[config.mk]
export PLATFORM = sky130hd
export DESIGN_NAME = zoned_setpoint_generator_unit_flat
export DESIGN_NICKNAME = d
export VERILOG_FILES = /design/src/design/zsg_pkg.sv /design/src/design/zsg_if.sv /design/src/design/zsg_ctrl.sv /design/src/design/zsg_div.sv /design/src/design/zsg_datapath.sv /design/src/design/zoned_setpoint_generator_unit.sv /design/src/flat_wrapper.sv
export SDC_FILE = /design/constraint.sdc
export NUM_CORES = 2
export LEC_CHECK = 0
export BUFFER_PORTS_ARGS = -buffer_cell sky130_fd_sc_hd__buf_4
export CELL_PAD_IN_SITES_DETAIL_PLACEMENT = 1
export CELL_PAD_IN_SITES_GLOBAL_PLACEMENT = 1
export CORE_MARGIN = 5
export CORE_UTILIZATION = 50
export CTS_BUF_LIST = sky130_fd_sc_hd__clkbuf_4
export DETAILED_ROUTE_END_ITERATION = 10
export PLACE_DENSITY = 0.91
export RECOVER_POWER = 25
export SLEW_MARGIN = 20
export SYNTH_ARGS = -nofsm -noshare
export SYNTH_HDL_FRONTEND = slang
export SYNTH_SLANG_ARGS = --single-unit
[constraint.sdc]
create_clock -name clk -period 20.9 [get_ports clk]
set_input_delay 5.225 -clock clk [delete_from_list [all_inputs] [get_ports clk]]
set_output_delay 5.225 -clock clk [all_outputs]
set_load 0.005 [all_outputs]
[src/design/zsg_pkg.sv]
`timescale 1ns / 1ps
`default_nettype none
package zsg_pkg;
  localparam int VW = 32;
  localparam int ZW = 3;
  localparam int NW = 16;
  localparam int QW = VW + NW;

  localparam logic [2:0] REG_MODE  = 3'd0;
  localparam logic [2:0] REG_ZONES = 3'd1;
  localparam logic [2:0] REG_Z0    = 3'd2;
  localparam logic [2:0] REG_Z1    = 3'd3;
  localparam logic [2:0] REG_HYST  = 3'd4;
  localparam logic [2:0] REG_RAMP  = 3'd5;
  localparam logic [2:0] REG_LOCK  = 3'd6;
  localparam logic [2:0] REG_RATE  = 3'd7;

  typedef enum logic [2:0] {
    ST_IDLE, ST_DECIDE, ST_DIVIDE, ST_FINISH, ST_SHOW
  } ctl_state_t;

  typedef struct packed {
    logic load;
    logic decide;
    logic div_start;
    logic finish;
  } ctl_cmd_t;

  typedef struct packed {
    logic need_div;
    logic div_done;
  } dp_status_t;
endpackage
`default_nettype wire

[src/design/zsg_if.sv]
`timescale 1ns / 1ps
`default_nettype none
interface zsg_in_if import zsg_pkg::*; ();
  logic valid;
  logic ready;
  logic signed [VW-1:0] max_setpoint;
  logic signed [VW-1:0] feedback_value;
  logic signed [VW-1:0] control_value;
  logic signed [VW-1:0] preferred_control;
  logic signed [VW-1:0] external_min_control;
  logic signed [VW-1:0] external_max_control;
  modport source (output valid, max_setpoint, feedback_value, control_value,
                  preferred_control, external_min_control, external_max_control,
                  input ready);
  modport sink (input valid, max_setpoint, feedback_value, control_value,
                preferred_control, external_min_control, external_max_control,
                output ready);
endinterface

interface zsg_out_if import zsg_pkg::*; ();
  logic valid;
  logic ready;
  logic signed [VW-1:0] setpoint;
  logic signed [VW-1:0] max_control_limit;
  logic signed [VW-1:0] min_control_limit;
  logic [ZW-1:0] zone_state;
  modport source (output valid, setpoint, max_control_limit, min_control_limit,
                  zone_state, input ready);
  modport sink (input valid, setpoint, max_control_limit, min_control_limit,
                zone_state, output ready);
endinterface
`default_nettype wire

[src/design/zsg_ctrl.sv]
`timescale 1ns / 1ps
`default_nettype none
module zsg_ctrl import zsg_pkg::*; (
  input  wire logic       clk,
  input  wire logic       rst,
  input  wire logic       in_valid,
  output logic            in_ready,
  output logic            out_valid,
  input  wire logic       out_ready,
  input  wire dp_status_t status,
  output ctl_cmd_t        cmd
);
  ctl_state_t state, state_next;

  always_ff @(posedge clk) begin
    if (rst) state <= ST_IDLE;
    else state <= state_next;
  end

  always_comb begin
    state_next = state;
    unique case (state)
      ST_IDLE:   if (in_valid) state_next = ST_DECIDE;
      ST_DECIDE: state_next = status.need_div ? ST_DIVIDE : ST_FINISH;
      ST_DIVIDE: if (status.div_done) state_next = ST_FINISH;
      ST_FINISH: state_next = ST_SHOW;
      ST_SHOW:   if (out_ready) state_next = in_valid ? ST_DECIDE : ST_IDLE;
      default:   state_next = ST_IDLE;
    endcase
  end

  always_comb begin
    in_ready = 1'b0;
    out_valid = 1'b0;
    cmd = '0;
    unique case (state)
      ST_IDLE: begin
        in_ready = 1'b1;
        cmd.load = in_valid;
      end
      ST_DECIDE: begin
        cmd.decide = 1'b1;
        cmd.div_start = status.need_div;
      end
      ST_FINISH: cmd.finish = 1'b1;
      ST_SHOW: begin
        out_valid = 1'b1;
        in_ready = out_ready;
        cmd.load = out_ready & in_valid;
      end
      default: ;
    endcase
  end
endmodule
`default_nettype wire

[src/design/zsg_div.sv]
`timescale 1ns / 1ps
`default_nettype none
module zsg_div import zsg_pkg::*; (
  input  wire logic          clk,
  input  wire logic          rst,
  input  wire logic          start,
  input  wire logic [QW-1:0] dividend,
  input  wire logic [NW-1:0] divisor,
  output logic [QW-1:0]      quotient,
  output logic               done
);
  localparam int CW = $clog2(QW + 1);
  logic [QW-1:0] quo;
  logic [NW:0]   rem;
  logic [NW-1:0] dvs;
  logic [CW-1:0] count;
  logic          busy;
  logic [NW:0]   trial;

  // Restoring division, two quotient bits a cycle.
  logic [NW:0] r1, r2;
  logic        q1, q2;
  logic [QW-1:0] quo1;
  always_comb begin
    trial = {rem[NW-1:0], quo[QW-1]};
    q1 = trial >= {1'b0, dvs};
    r1 = q1 ? trial - {1'b0, dvs} : trial;
    quo1 = {quo[QW-2:0], q1};
    trial = {r1[NW-1:0], quo1[QW-1]};
    q2 = trial >= {1'b0, dvs};
    r2 = q2 ? trial - {1'b0, dvs} : trial;
  end

  always_ff @(posedge clk) begin
    if (rst) begin
      busy <= 1'b0;
      done <= 1'b0;
    end else begin
      done <= 1'b0;
      if (start) begin
        busy <= 1'b1;
        count <= CW'(QW / 2);
        quo <= dividend;
        rem <= '0;
        dvs <= divisor;
      end else if (busy) begin
        quo <= {quo1[QW-2:0], q2};
        rem <= r2;
        count <= count - 1'b1;
        if (count == CW'(1)) begin
          busy <= 1'b0;
          done <= 1'b1;
        end
      end
    end
  end
  assign quotient = quo;
endmodule
`default_nettype wire

[src/design/zsg_datapath.sv]
`timescale 1ns / 1ps
`default_nettype none
module zsg_datapath import zsg_pkg::*; (
  input  wire logic       clk,
  input  wire logic       rst,
  input  wire ctl_cmd_t   cmd,
  output dp_status_t      status,
  input  wire logic       cfg_we,
  input  wire logic [2:0] cfg_index,
  input  wire logic [63:0] cfg_data,
  zsg_in_if.sink          in_ch,
  zsg_out_if.source       out_ch
);
  localparam int WW = VW + 3;
  typedef logic signed [WW-1:0] w_t;

  logic [1:0]  mode_bits, zones_in_use;
  logic [63:0] zb0, zb1;
  logic [30:0] hyst, rate_lim;
  logic [NW-1:0] ramp_steps, lock_steps;
  logic [ZW-1:0] mstate;
  logic [NW-1:0] ramp_count, lock_count;
  logic          locked;

  logic signed [VW-1:0] ms, fb, cv, uo, emin, emax;
  logic signed [VW-1:0] r_out, mx_out, mn_out;

  // Registers of the second half of a sample.
  logic [ZW-1:0] st_d;
  logic [NW-1:0] rc_d, lc_d;
  logic          lk_d;
  logic          active_d, ramp_d;
  w_t            start_d, span_d, rbase_d;
  logic          spneg_d;
  logic [QW-1:0] q;
  logic          div_done;

  always_ff @(posedge clk) begin
    if (rst) begin
      mode_bits <= 2'd3; zones_in_use <= '0; zb0 <= '0; zb1 <= '0;
      hyst <= '0; ramp_steps <= '0; lock_steps <= '0; rate_lim <= '0;
    end else if (cfg_we) begin
      unique case (cfg_index)
        REG_MODE:  mode_bits <= cfg_data[1:0];
        REG_ZONES: zones_in_use <= cfg_data[1:0];
        REG_Z0:    zb0 <= cfg_data;
        REG_Z1:    zb1 <= cfg_data;
        REG_HYST:  hyst <= cfg_data[30:0];
        REG_RAMP:  ramp_steps <= cfg_data[NW-1:0];
        REG_LOCK:  lock_steps <= cfg_data[NW-1:0];
        REG_RATE:  rate_lim <= cfg_data[30:0];
        default: ;
      endcase
    end
  end

  always_ff @(posedge clk) begin
    if (cmd.load) begin
      ms <= in_ch.max_setpoint; fb <= in_ch.feedback_value;
      cv <= in_ch.control_value; uo <= in_ch.preferred_control;
      emin <= in_ch.external_min_control; emax <= in_ch.external_max_control;
    end
  end

  function automatic w_t ext(input logic [VW-1:0] v);
    return w_t'(signed'(v));
  endfunction

  w_t lo0, hi0, lo1, hi1, wms, wfb, wcv, wuo, wemin, wemax, whyst, wrate, dn, up;
  logic [1:0] nz;
  logic       neg;
  always_comb begin
    lo0 = ext(zb0[31:0]); hi0 = ext(zb0[63:32]);
    lo1 = ext(zb1[31:0]); hi1 = ext(zb1[63:32]);
    wms = ext(ms); wfb = ext(fb); wcv = ext(cv); wuo = ext(uo);
    wemin = ext(emin); wemax = ext(emax);
    whyst = w_t'({1'b0, hyst}); wrate = w_t'({1'b0, rate_lim});
    neg = mode_bits[0];
    dn = neg ? wuo - wcv : wcv - wuo;
    up = -dn;
    nz = (zones_in_use > 2'd2) ? 2'd2 : zones_in_use;
    if (nz >= 2'd1 && lo0 >= hi0) nz = 2'd0;
    if (nz == 2'd2 && (lo1 >= hi1 || lo1 <= hi0)) nz = 2'd0;
  end

  // First half: state transition and counters.
  logic [ZW-1:0] s;
  logic [NW-1:0] rc, lc;
  logic          lk, z;
  logic [1:0]    sub;
  w_t            zlo, zhi, rstart, rtarget;
  logic          use_ramp;
  always_comb begin
    s = mstate; rc = ramp_count; lc = lock_count; lk = locked;
    z = mstate[2]; sub = mstate[1:0];
    zlo = z ? lo1 : lo0; zhi = z ? hi1 : hi0;
    if (nz >= 2'd1) begin
      unique case (sub)
        2'd0: begin
          if (z && wms < zlo) s = s - 3'd2;
          else if (zlo + zhi < (wfb <<< 1) && wms > zhi) s = s + 3'd2;
          else if (zlo + wms < (wfb <<< 1) && wms > zlo) s = s + 3'd1;
          else if (z && dn > whyst && rc >= ramp_steps && lc == '0) begin
            s = s - 3'd2; lc = lock_steps;
          end
        end
        2'd1: begin
          if (wms > zhi) s = s + 3'd1;
          else if (zlo + wms > (wfb <<< 1) || wms < zlo) s = s - 3'd1;
        end
        2'd2: begin
          if (wms < zhi) s = s - 3'd1;
          else if (zlo + zhi > (wfb <<< 1)) s = s - 3'd2;
          else if (!z && nz == 2'd2 && up > whyst && rc == '0 &&
                   (!lk || lc == '0) && wms > lo1) begin
            s = s + 3'd2; lc = lock_steps; lk = 1'b1;
          end
        end
        default: ;
      endcase
      z = s[2]; sub = s[1:0];
      if (sub == 2'd0 && z) begin
        if (dn > whyst) begin
          if (rc >= ramp_steps && lc != '0) lc = lc - 1'b1;
        end else lc = lock_steps;
        if (rc < ramp_steps) rc = rc + 1'b1;
      end else if (sub == 2'd2 && !z && nz == 2'd2) begin
        if (up > whyst) begin
          if (rc == '0 && lc != '0) lc = lc - 1'b1;
        end else lc = lock_steps;
        if (rc != '0) rc = rc - 1'b1;
      end
    end
    // Ramp from zone 0 upper towards zone 1 lower in either direction.
    rstart = hi0; rtarget = lo1;
    use_ramp = (ramp_steps != '0) &&
               ((sub == 2'd0 && z) || (sub == 2'd2 && !z && nz == 2'd2));
  end

  w_t sp;
  logic [NW-1:0] rci;
  logic [VW:0]   mag;
  always_comb begin
    sp = rtarget - rstart;
    rci = (rc > ramp_steps) ? ramp_steps : rc;
    mag = sp[WW-1] ? (VW+1)'(0) - sp[VW:0] : sp[VW:0];
  end

  logic [QW-1:0] prod;
  logic          mul_go;
  always_ff @(posedge clk) begin
    if (rst) mul_go <= 1'b0;
    else mul_go <= cmd.div_start;
    if (cmd.decide) begin
      st_d <= (nz >= 2'd1) ? s : mstate;
      rc_d <= rc; lc_d <= lc; lk_d <= lk;
      active_d <= nz >= 2'd1;
      ramp_d <= use_ramp;
      start_d <= rstart; spneg_d <= sp[WW-1];
      prod <= QW'(mag) * QW'(rci);
    end
  end

  assign status.need_div = (nz >= 2'd1) && use_ramp;
  assign status.div_done = div_done;

  zsg_div u_div (
    .clk(clk), .rst(rst), .start(mul_go), .dividend(prod),
    .divisor(ramp_steps), .quotient(q), .done(div_done)
  );

  function automatic w_t rclamp(input w_t u, input w_t c, input w_t r);
    w_t t;
    t = u;
    if (r > 0) begin
      if (t < c - r) t = c - r;
      if (t > c + r) t = c + r;
    end
    return t;
  endfunction

  function automatic logic signed [VW-1:0] sat(input w_t v);
    if (v > ext({1'b0, {(VW-1){1'b1}}})) return {1'b0, {(VW-1){1'b1}}};
    if (v < ext({1'b1, {(VW-1){1'b0}}})) return {1'b1, {(VW-1){1'b0}}};
    return v[VW-1:0];
  endfunction

  // Second half: outputs from the new state.
  w_t r, mx, mn, rcu, ramped;
  always_comb begin
    r = wms; mx = wemax; mn = wemin;
    rcu = rclamp(wuo, wcv, wrate);
    ramped = spneg_d ? start_d - w_t'(q) : start_d + w_t'(q);
    rbase_d = '0;
    if (active_d) begin
      unique case (st_d[1:0])
        2'd0: begin
          r = ramp_d ? ramped : (st_d[2] ? lo1 : lo0);
          if (neg) begin
            mx = rcu; if (mx < mn) mx = mn;
          end else begin
            mn = rcu; if (mn > mx) mn = mx;
          end
          if (!st_d[2] && wms < lo0) begin
            r = wms; mx = wemax; mn = wemin;
          end
        end
        2'd1: begin
          r = wms;
          if (neg) begin
            mn = rcu; if (mn > mx) mn = mx;
          end else begin
            mx = rcu; if (mx < mn) mx = mn;
          end
        end
        2'd2: begin
          r = ramp_d ? ramped : (st_d[2] ? hi1 : hi0);
          if (neg) mn = rcu; else mx = rcu;
        end
        default: ;
      endcase
      if (mx > wemax) mx = wemax;
      if (mn < wemin) mn = wemin;
    end
  end

  always_ff @(posedge clk) begin
    if (rst) begin
      mstate <= '0; ramp_count <= '0; lock_count <= '0; locked <= 1'b1;
    end else begin
      if (cmd.finish) begin
        mstate <= st_d; ramp_count <= rc_d; lock_count <= lc_d; locked <= lk_d;
      end
      if (cfg_we && cfg_index == REG_MODE) locked <= cfg_data[1];
    end
    if (cmd.finish) begin
      r_out <= sat(r + rbase_d); mx_out <= sat(mx); mn_out <= sat(mn);
    end
  end

  assign out_ch.setpoint = r_out;
  assign out_ch.max_control_limit = mx_out;
  assign out_ch.min_control_limit = mn_out;
  assign out_ch.zone_state = mstate;
endmodule
`default_nettype wire

[src/design/zoned_setpoint_generator_unit.sv]
// Zoned setpoint generator.
// One input item (maximum setpoint, feedback, control action, preferred
// action and external limits) gives one result item: setpoint, maximum and
// minimum control limits and the new zone state. Both channels use
// valid/ready; an item is taken when both are high.
// With no ramp active, a result passes the decide and finish states before it
// can be taken; when the setpoint ramps it also waits on the 48-bit ramp
// division, which retires two quotient bits a cycle.
// A result is held until the receiver takes it; the next item is accepted in
// the same cycle as the result leaves, so a stalled receiver stalls the input.
// Configuration writes go through cfg_we, cfg_index and cfg_data while idle;
// a user rule the block does not enforce. Writing the mode register also
// reloads the transition lock from bit one. Reset restores register
// defaults, clears the zone state and counters and sets the transition lock.
`timescale 1ns / 1ps
`default_nettype none
module zoned_setpoint_generator_unit import zsg_pkg::*; (
  input  wire logic        clk,
  input  wire logic        rst,
  input  wire logic        cfg_we,
  input  wire logic [2:0]  cfg_index,
  input  wire logic [63:0] cfg_data,
  zsg_in_if.sink           in_ch,
  zsg_out_if.source        out_ch
);
  ctl_cmd_t   cmd;
  dp_status_t status;

  zsg_ctrl u_ctrl (
    .clk(clk), .rst(rst), .in_valid(in_ch.valid), .in_ready(in_ch.ready),
    .out_valid(out_ch.valid), .out_ready(out_ch.ready), .status(status), .cmd(cmd)
  );

  zsg_datapath u_dp (
    .clk(clk), .rst(rst), .cmd(cmd), .status(status), .cfg_we(cfg_we),
    .cfg_index(cfg_index), .cfg_data(cfg_data), .in_ch(in_ch), .out_ch(out_ch)
  );
endmodule
`default_nettype wire
[src/flat_wrapper.sv]
// flat-port wrapper written by rule: the top's interface ports become plain ports
module zoned_setpoint_generator_unit_flat import zsg_pkg::*;
  (clk, rst, cfg_we, cfg_index, cfg_data, in_ch_valid, in_ch_max_setpoint, in_ch_feedback_value, in_ch_control_value, in_ch_preferred_control, in_ch_external_min_control, in_ch_external_max_control, in_ch_ready, out_ch_valid, out_ch_setpoint, out_ch_max_control_limit, out_ch_min_control_limit, out_ch_zone_state, out_ch_ready);
  zsg_in_if in_ch_i ();
  zsg_out_if out_ch_i ();
  input  wire logic clk;
  input  wire logic rst;
  input  wire logic cfg_we;
  input  wire logic [2:0] cfg_index;
  input  wire logic [63:0] cfg_data;
  input wire logic [$bits(in_ch_i.valid)-1:0] in_ch_valid;
  input wire logic [$bits(in_ch_i.max_setpoint)-1:0] in_ch_max_setpoint;
  input wire logic [$bits(in_ch_i.feedback_value)-1:0] in_ch_feedback_value;
  input wire logic [$bits(in_ch_i.control_value)-1:0] in_ch_control_value;
  input wire logic [$bits(in_ch_i.preferred_control)-1:0] in_ch_preferred_control;
  input wire logic [$bits(in_ch_i.external_min_control)-1:0] in_ch_external_min_control;
  input wire logic [$bits(in_ch_i.external_max_control)-1:0] in_ch_external_max_control;
  output wire logic [$bits(in_ch_i.ready)-1:0] in_ch_ready;
  output wire logic [$bits(out_ch_i.valid)-1:0] out_ch_valid;
  output wire logic [$bits(out_ch_i.setpoint)-1:0] out_ch_setpoint;
  output wire logic [$bits(out_ch_i.max_control_limit)-1:0] out_ch_max_control_limit;
  output wire logic [$bits(out_ch_i.min_control_limit)-1:0] out_ch_min_control_limit;
  output wire logic [$bits(out_ch_i.zone_state)-1:0] out_ch_zone_state;
  input wire logic [$bits(out_ch_i.ready)-1:0] out_ch_ready;
  assign in_ch_i.valid = in_ch_valid;
  assign in_ch_i.max_setpoint = in_ch_max_setpoint;
  assign in_ch_i.feedback_value = in_ch_feedback_value;
  assign in_ch_i.control_value = in_ch_control_value;
  assign in_ch_i.preferred_control = in_ch_preferred_control;
  assign in_ch_i.external_min_control = in_ch_external_min_control;
  assign in_ch_i.external_max_control = in_ch_external_max_control;
  assign in_ch_ready = in_ch_i.ready;
  assign out_ch_valid = out_ch_i.valid;
  assign out_ch_setpoint = out_ch_i.setpoint;
  assign out_ch_max_control_limit = out_ch_i.max_control_limit;
  assign out_ch_min_control_limit = out_ch_i.min_control_limit;
  assign out_ch_zone_state = out_ch_i.zone_state;
  assign out_ch_i.ready = out_ch_ready;
  zoned_setpoint_generator_unit u_core (.clk(clk), .rst(rst), .cfg_we(cfg_we), .cfg_index(cfg_index), .cfg_data(cfg_data), .in_ch(in_ch_i), .out_ch(out_ch_i));
endmodule
After elaboration in Yosys (flattened, before gate mapping)
Cells that the tools add are included.
- $add $sub $neg: 21
- $mul: 1
- order comparisons: 36
- equality and inequality tests: 23
- multiplexer cells: 128
- bitwise operators: 4
- reductions and logical operators: 60
- operator list (cell ; count):
    $mux W35 ; 30
    $mux W16 ; 24
    $mux W32 ; 12
    $pmux W35 S3 ; 2
    $gt A35 B32 Y1 ; 4
    $sub A32 B32 Y33 ; 4
    $gt A35 B32 Y1 const B ; 3
    $lt A35 B32 Y1 const B ; 3
    $mux W48 ; 2
    $gt A32 B35 Y1 ; 2
    $gt A35 B33 Y1 ; 2
    $lt A32 B35 Y1 ; 2
    $lt A35 B32 Y1 ; 2
    $lt A35 B33 Y1 ; 2
    $pmux W35 S2 ; 1
    $ge A32 B32 Y1 ; 2
    $mul A33 B16 Y48 ; 1
    $reduce_bool A16 Y1 ; 3
    $mux W3 ; 14
    $add A32 B35 Y35 ; 1
    $add A35 B32 Y35 ; 1
    $add A35 B35 Y35 ; 1
    $gt A35 B35 Y1 ; 1
    $neg A35 Y35 ; 1
    other kinds (50) ; 153
- register bits: 760
- input bits: 264
- output and inout port bits: 101
- word-level logic and storage cells: 311

Logic depth before layout (Yosys ltp)
- depth in word-level cells: 28
- gate-level depth with buffers: 88

Worst setup path before layout
Ideal clock, no wire load.
- path type: register to register
- from: register u_core.u_dp.mstate[2] (netlist: u_core.u_dp.out_ch.zone_state[2])
- to: register u_core.u_dp.prod[47] (data pin)
- setup time: 0.268 ns
- arrival time: 17.403 ns
- data required time: 20.632 ns
- slack: 3.229 ns
- cell stages (with the launch flop): 86
- path buffers: 4
- cells stage by stage: dfxtp_1 clkbuf_1 buf_1 o21ai_0 ha_1 fa_1 nand2b_1 a21oi_1 o21ai_0 a21oi_1 o21ai_0 a21oi_1 o21bai_1 a21o_1 a21oi_1 a311oi_1 o41ai_1 a311oi_1 [... 50 more ...] fa_1 inv_1 ha_1 a21o_1 a31o_2 a21oi_1 a211o_1 a31oi_1 a21o_1 a311o_1 a41o_1 o41a_1 a41o_1 a21oi_1 nand2b_1 o2111a_1 nor2_1 xnor3_1
- longest elaborated chain between the ends: 20
- RTL lines (element ; RTL line ; source):
    start, declared ; zsg_datapath.sv:21 ; logic [ZW-1:0] mstate;
    start signal, assigned ; zsg_datapath.sv:232 ; mstate <= st_d; ramp_count <= rc_d; lock_count <= lc_d; locked <= lk_d;
    parallel branches: the longest is 9 deep, another holds $add A35 B32 Y35 ; n/a ;
    $pmux W3 S3 (*) ; zsg_datapath.sv:98 ; unique case (sub)
    $mux W3 (*) ; zsg_datapath.sv:97 ; if (nz >= 2'd1) begin
    $eq A2 B2 Y1 or $logic_not A1 Y1 (tied branches) ; zsg_datapath.sv:127 ; end else if (sub == 2'd2 && !z && nz == 2'd2) begin
    $logic_and A1 B1 Y1 (2 in series) ; zsg_datapath.sv:127 ;
    $mux W16 ; zsg_datapath.sv:127 ;
    $mux W16 (*) ; zsg_datapath.sv:122 ; if (sub == 2'd0 && z) begin
    $mux W16 (*) ; zsg_datapath.sv:97 ;
    named net u_core.u_dp.rc[1] ; zsg_datapath.sv:88 ; logic [NW-1:0] rc, lc;
    $gt A16 B16 Y1 ; zsg_datapath.sv:145 ; rci = (rc > ramp_steps) ? ramp_steps : rc;
    $mux W16 (*) ; zsg_datapath.sv:145 ;
    $mul A33 B16 Y48 (*) ; zsg_datapath.sv:160 ; prod <= QW'(mag) * QW'(rci);
    end signal, assigned ; zsg_datapath.sv:160 ;
    end, declared ; zsg_datapath.sv:149 ; logic [QW-1:0] prod;
Mark *: on every way through the listed nets, which the timed path passes. The select of a mux whose other input is x is not followed.
A chain may end at the register's enable or synchronous reset.

Worst setup path after layout
- from: register u_core.u_dp.uo[0]
- to: register u_core.u_dp.prod[47] (data pin)
- longest elaborated chain between the ends: 22
- RTL lines (element ; RTL line ; source):
    start, declared ; zsg_datapath.sv:25 ; logic signed [VW-1:0] ms, fb, cv, uo, emin, emax;
    start signal, assigned ; zsg_datapath.sv:60 ; cv <= in_ch.control_value; uo <= in_ch.preferred_control;
    $sub A32 B32 Y33 ; zsg_datapath.sv:79 ; dn = neg ? wuo - wcv : wcv - wuo;
    $mux W35 (*) ; zsg_datapath.sv:79 ;
    $neg A35 Y35 ; zsg_datapath.sv:80 ; up = -dn;
    $gt A35 B32 Y1 ; zsg_datapath.sv:114 ; else if (!z && nz == 2'd2 && up > whyst && rc == '0 &&
    $logic_and A1 B1 Y1 (3 in series) ; zsg_datapath.sv:114 ;
    $logic_and A1 B1 Y1 ; zsg_datapath.sv:115 ; (!lk || lc == '0) && wms > lo1) begin
    $mux W3 ; zsg_datapath.sv:114 ;
    $mux W3 ; zsg_datapath.sv:113 ; else if (zlo + zhi > (wfb <<< 1)) s = s - 3'd2;
    [... 4 more ...] ; n/a ;
    $logic_and A1 B1 Y1 (2 in series) ; zsg_datapath.sv:127 ;
    $mux W16 ; zsg_datapath.sv:127 ;
    $mux W16 (*) ; zsg_datapath.sv:122 ;
    $mux W16 (*) ; zsg_datapath.sv:97 ;
    named net u_core.u_dp.rc[9] ; zsg_datapath.sv:88 ;
    $gt A16 B16 Y1 ; zsg_datapath.sv:145 ;
    $mux W16 (*) ; zsg_datapath.sv:145 ;
    $mul A33 B16 Y48 (*) ; zsg_datapath.sv:160 ;
Mark *: on every way through the listed nets, which the timed path passes. The rest lies on a longest branch. The select of a mux whose other input is x is not followed.

==> flow_metrics.tcl <==
set metrics [dict create \
    status "complete, but fails checks" \
    violations "max-capacitance violations, max-slew violations" \
    core.rowCount 150 \
    post-route-util 0.551 \
    synth_area_leader_cell "edfxtp_1" \
    finalHoldViolations 0 \
    grt_pass1_wl_um 557000 \
    start_util 0.501 \
    power.density_mw_per_mm2 96.6 \
    dieWidth_um 419 \
    synth-seq-area-share 0.241 \
    drt_iter0_drc 8095 \
    die_h_um 419 \
    die_area_mm2 0.175 \
    endpoint "u_core.u_dp.prod[47]$_DFFE_PP_" \
    min_path_type "reg2reg" \
    cts_tree "yes" \
    cp_slowest_stage_delay_ns 0.85 \
    syn_area_mm2 0.0835 \
    postSynthCellCount 10036 \
    critical_path.max_fanout 24 \
    cts-root-buf "clkbuf_4" \
    grt_antenna_before_repair 24 \
    r2r_slack_ns 0.71 \
    h-tree-depth 4 \
    cts_buffer_depth 3 \
    crit_slowest_cell "nor4_2" \
    postRouteAntennaNets 0 \
    synth_seq_cells 760 \
    ys_types 115 \
    crit_path_start "u_core.u_dp.uo[0]$_DFFE_PP_" \
    pin_count 365 \
    synth_top_flop_cell "edfxtp_1" \
    path_class "reg2reg" \
    drive_above_1_share 0.106 \
    fillerInstances 20089 \
    track_usage 0.421 \
    path_clk_slew_ns 0.08 \
    crit_path_start_kind "register" \
    skew_ns 0.133 \
    firstDrtPassIters 8 \
    grt_start_max_net_pins 106 \
    yosys-top-cells-count "nand2_1 (1276), inv_1 (1164), ha_1 (966), a21oi_1 (853), nor2_1 (689)" \
    holdBufCountCts 0 \
    grt_pass1_vias 87575 \
    syn_area_per_cell_um2 8.32 \
    slew_violations 345 \
    cp-end-kind "register" \
    ir_drop_mv 0.142 \
    wl_per_cell_um 29.8 \
    grt_overflow_total 0 \
    area_growth_pct 10.0 \
    place.gp.congestion 1.04 \
    maxSlewHeadroom -1.70 \
    core_mm2 0.167 \
    synth_warnings 0 \
    yosysTopAreaCellShare 0.177 \
    synth_edf_count 493 \
    dp_hpwl_um 297000 \
    route.detailed.drc 0 \
    io_buffers 364 \
    clock-sinks 760 \
    max_cap_violations 6 \
    routed_via_density 6.56 \
    p_leak_nw 39.9 \
    period_share 0.966 \
    cp.required_ns 21.92 \
    layout.nets 12035 \
    period_minus_slack_ns 20.19 \
    syn_nets 11707 \
    drt_wl_total_um 381000 \
    yosys-top-cells-area "edfxtp_1 (18%), ha_1 (14%), fa_1 (11%)" \
    timing.rr.end "u_core.u_dp.prod[47]$_DFFE_PP_" \
    worstReg2RegStart "u_core.u_dp.uo[0]$_DFFE_PP_" \
    vias 83836 \
    fin_tns_setup_ns 0 \
    tightestPinTransition_ns 4.04 \
    cts_buffers 210 \
    clkLatencyLatePin_ns 1.39 \
    synth_most_common_cell "nand2_1" \
    ys_async_sr_fraction 0 \
    setup_violations 0 \
    cp_data_arrival_time_ns 21.21 \
    fmax_mhz 49.5 \
    worstRegToRegCells 74 \
]
[cell families after synthesis]
logic type | count (synthesis) | synth area share
compound gates | 2658 | 0.206
xor+xnor | 379 | 0.0399
fa+ha+maj | 1416 | 0.252
buf+inv | 1604 | 0.0731
flops | 760 | 0.241
mux | 139 | 0.0179
simple gates | 3080 | 0.170
[state kept, by name, indices dropped and copies added (netlist names), 32 cells and up]
signal	flops
u_core.u_dp.cv	32
u_core.u_dp.prod	48
u_core.u_dp.ms	32
u_core.u_dp.out_ch.min_control_limit	32
u_core.u_dp.out_ch.max_control_limit	32
u_core.u_dp.uo	32
u_core.u_dp.emax	32
u_core.u_dp.zb0	64
u_core.u_dp.emin	32
u_core.u_dp.zb1	64
u_core.u_dp.start_d	32
u_core.u_dp.u_div.quotient	48
u_core.u_dp.fb	32
u_core.u_dp.out_ch.setpoint	32
[timing repair]
| action | in CTS | in global routing |
|---|---|---|
| resized for setup | 1 | 22 |
| setup endpoints to repair | 1 | 13 |
| setup buffers | 0 | 5 |
| pin swaps | 0 | 1 |
[layout by cell type (no fill, tap or decap), drive strengths merged, types with 52 or more instances in the layout]
cell type / n
nor2: 689
nor2b: 103
o211ai: 107
clkbuf: 341
xnor2: 270
buf: 522
o21a: 102
nand4: 156
dfxtp: 267
a211oi: 110
or3: 54
mux2: 84
nand2b: 131
nor3: 177
nand2: 1277
edfxtp: 493
fa: 441
nand3: 153
inv: 1173
a31oi: 72
o31ai: 58
nor4: 61
clkinv: 74
o21bai: 52
o21ai: 480
a21boi: 91
a21oi: 855
mux2i: 55
ha: 966
a21o: 262
xor2: 108
and2: 103
o22ai: 60
[worst max-delay path, delay by kind of cell (launching register included)]
family | cells | cell delay [ns]
flops | 1 | 0.55
compound gates | 33 | 7.74
simple gates | 13 | 4.21
mux | 1 | 0.45
xor+xnor | 4 | 1.05
buf+inv | 12 | 1.59
fa+ha+maj | 11 | 4.23
[area by class of cell]
| cell class | count | area, µm² | share of cell area |
|---|---|---|---|
| clock buffer | 313 | 2350 | 0.0256 |
| antenna | 22 | 55.1 | 0.000599 |
| multi-input combinational | 7672 | 57500 | 0.627 |
| timing repair buffer | 550 | 4130 | 0.0450 |
| inverter | 1170 | 4400 | 0.0479 |
| tap | 2204 | 2760 | 0.0300 |
| sequential | 760 | 20200 | 0.219 |
| clock inverter | 80 | 449 | 0.00489 |
[per-stage QoR]
step                power [W]  worst slack (ns)  instances  instance area, µm²  hold slack (ns)
finish                0.00888             0.707      12771               91800            0.459
global route          0.00931            -0.156      12762               91800            0.469
CTS                   0.00870             0.146      12743               91600            0.462
detailed placement    0.00719            0.0939      12350               88800            0.452
global placement      0.00693              1.12      12350               88800            0.444
floorplan             0.00518              3.23      10036               83500            0.436
[routing by layer]
metal,track usage,share of wire,up-vias,routed length (µm)
met5,0,0.00021,-,80
met4,0.363,0.11,12,41000
met3,0.0874,0.085,1655,32500
met2,0.676,0.45,4679,171000
met1,0.478,0.36,41595,136000
li1,-,-,35895,-
[power by group]
| group | internal, W | leakage, nW | switching, W |
|---|---|---|---|
| registers | 0.00182 | 6.79 | 0.000168 |
| logic | 0.00181 | 31.5 | 0.00362 |
| clock network | 0.000703 | 1.66 | 0.000761 |
| total | 0.00433 | 39.9 | 0.00454 |
[worst min-delay path by stage]
| stage | from | to | slack, ns | depth (start not counted) |
|---|---|---|---|---|
| 6_report | u_core.u_dp.hyst[6]$_SDFFE_PP0P_ | u_core.u_dp.hyst[6]$_SDFFE_PP0P_ | 0.46 | 2 |
| 5_1_grt | u_core.u_dp.hyst[5]$_SDFFE_PP0P_ | u_core.u_dp.hyst[5]$_SDFFE_PP0P_ | 0.47 | 2 |
| 2_1_floorplan | u_core.u_dp.hyst[10]$_SDFFE_PP0P_ | u_core.u_dp.hyst[10]$_SDFFE_PP0P_ | 0.44 | 2 |
| 4_1_cts | u_core.u_dp.hyst[6]$_SDFFE_PP0P_ | u_core.u_dp.hyst[6]$_SDFFE_PP0P_ | 0.46 | 2 |
| 3_3_place_gp | u_core.u_dp.hyst[19]$_SDFFE_PP0P_ | u_core.u_dp.hyst[19]$_SDFFE_PP0P_ | 0.44 | 2 |
| 3_5_place_dp | u_core.u_dp.hyst[5]$_SDFFE_PP0P_ | u_core.u_dp.hyst[5]$_SDFFE_PP0P_ | 0.45 | 2 |
Note: power is estimated with default switching activity, not from simulation.
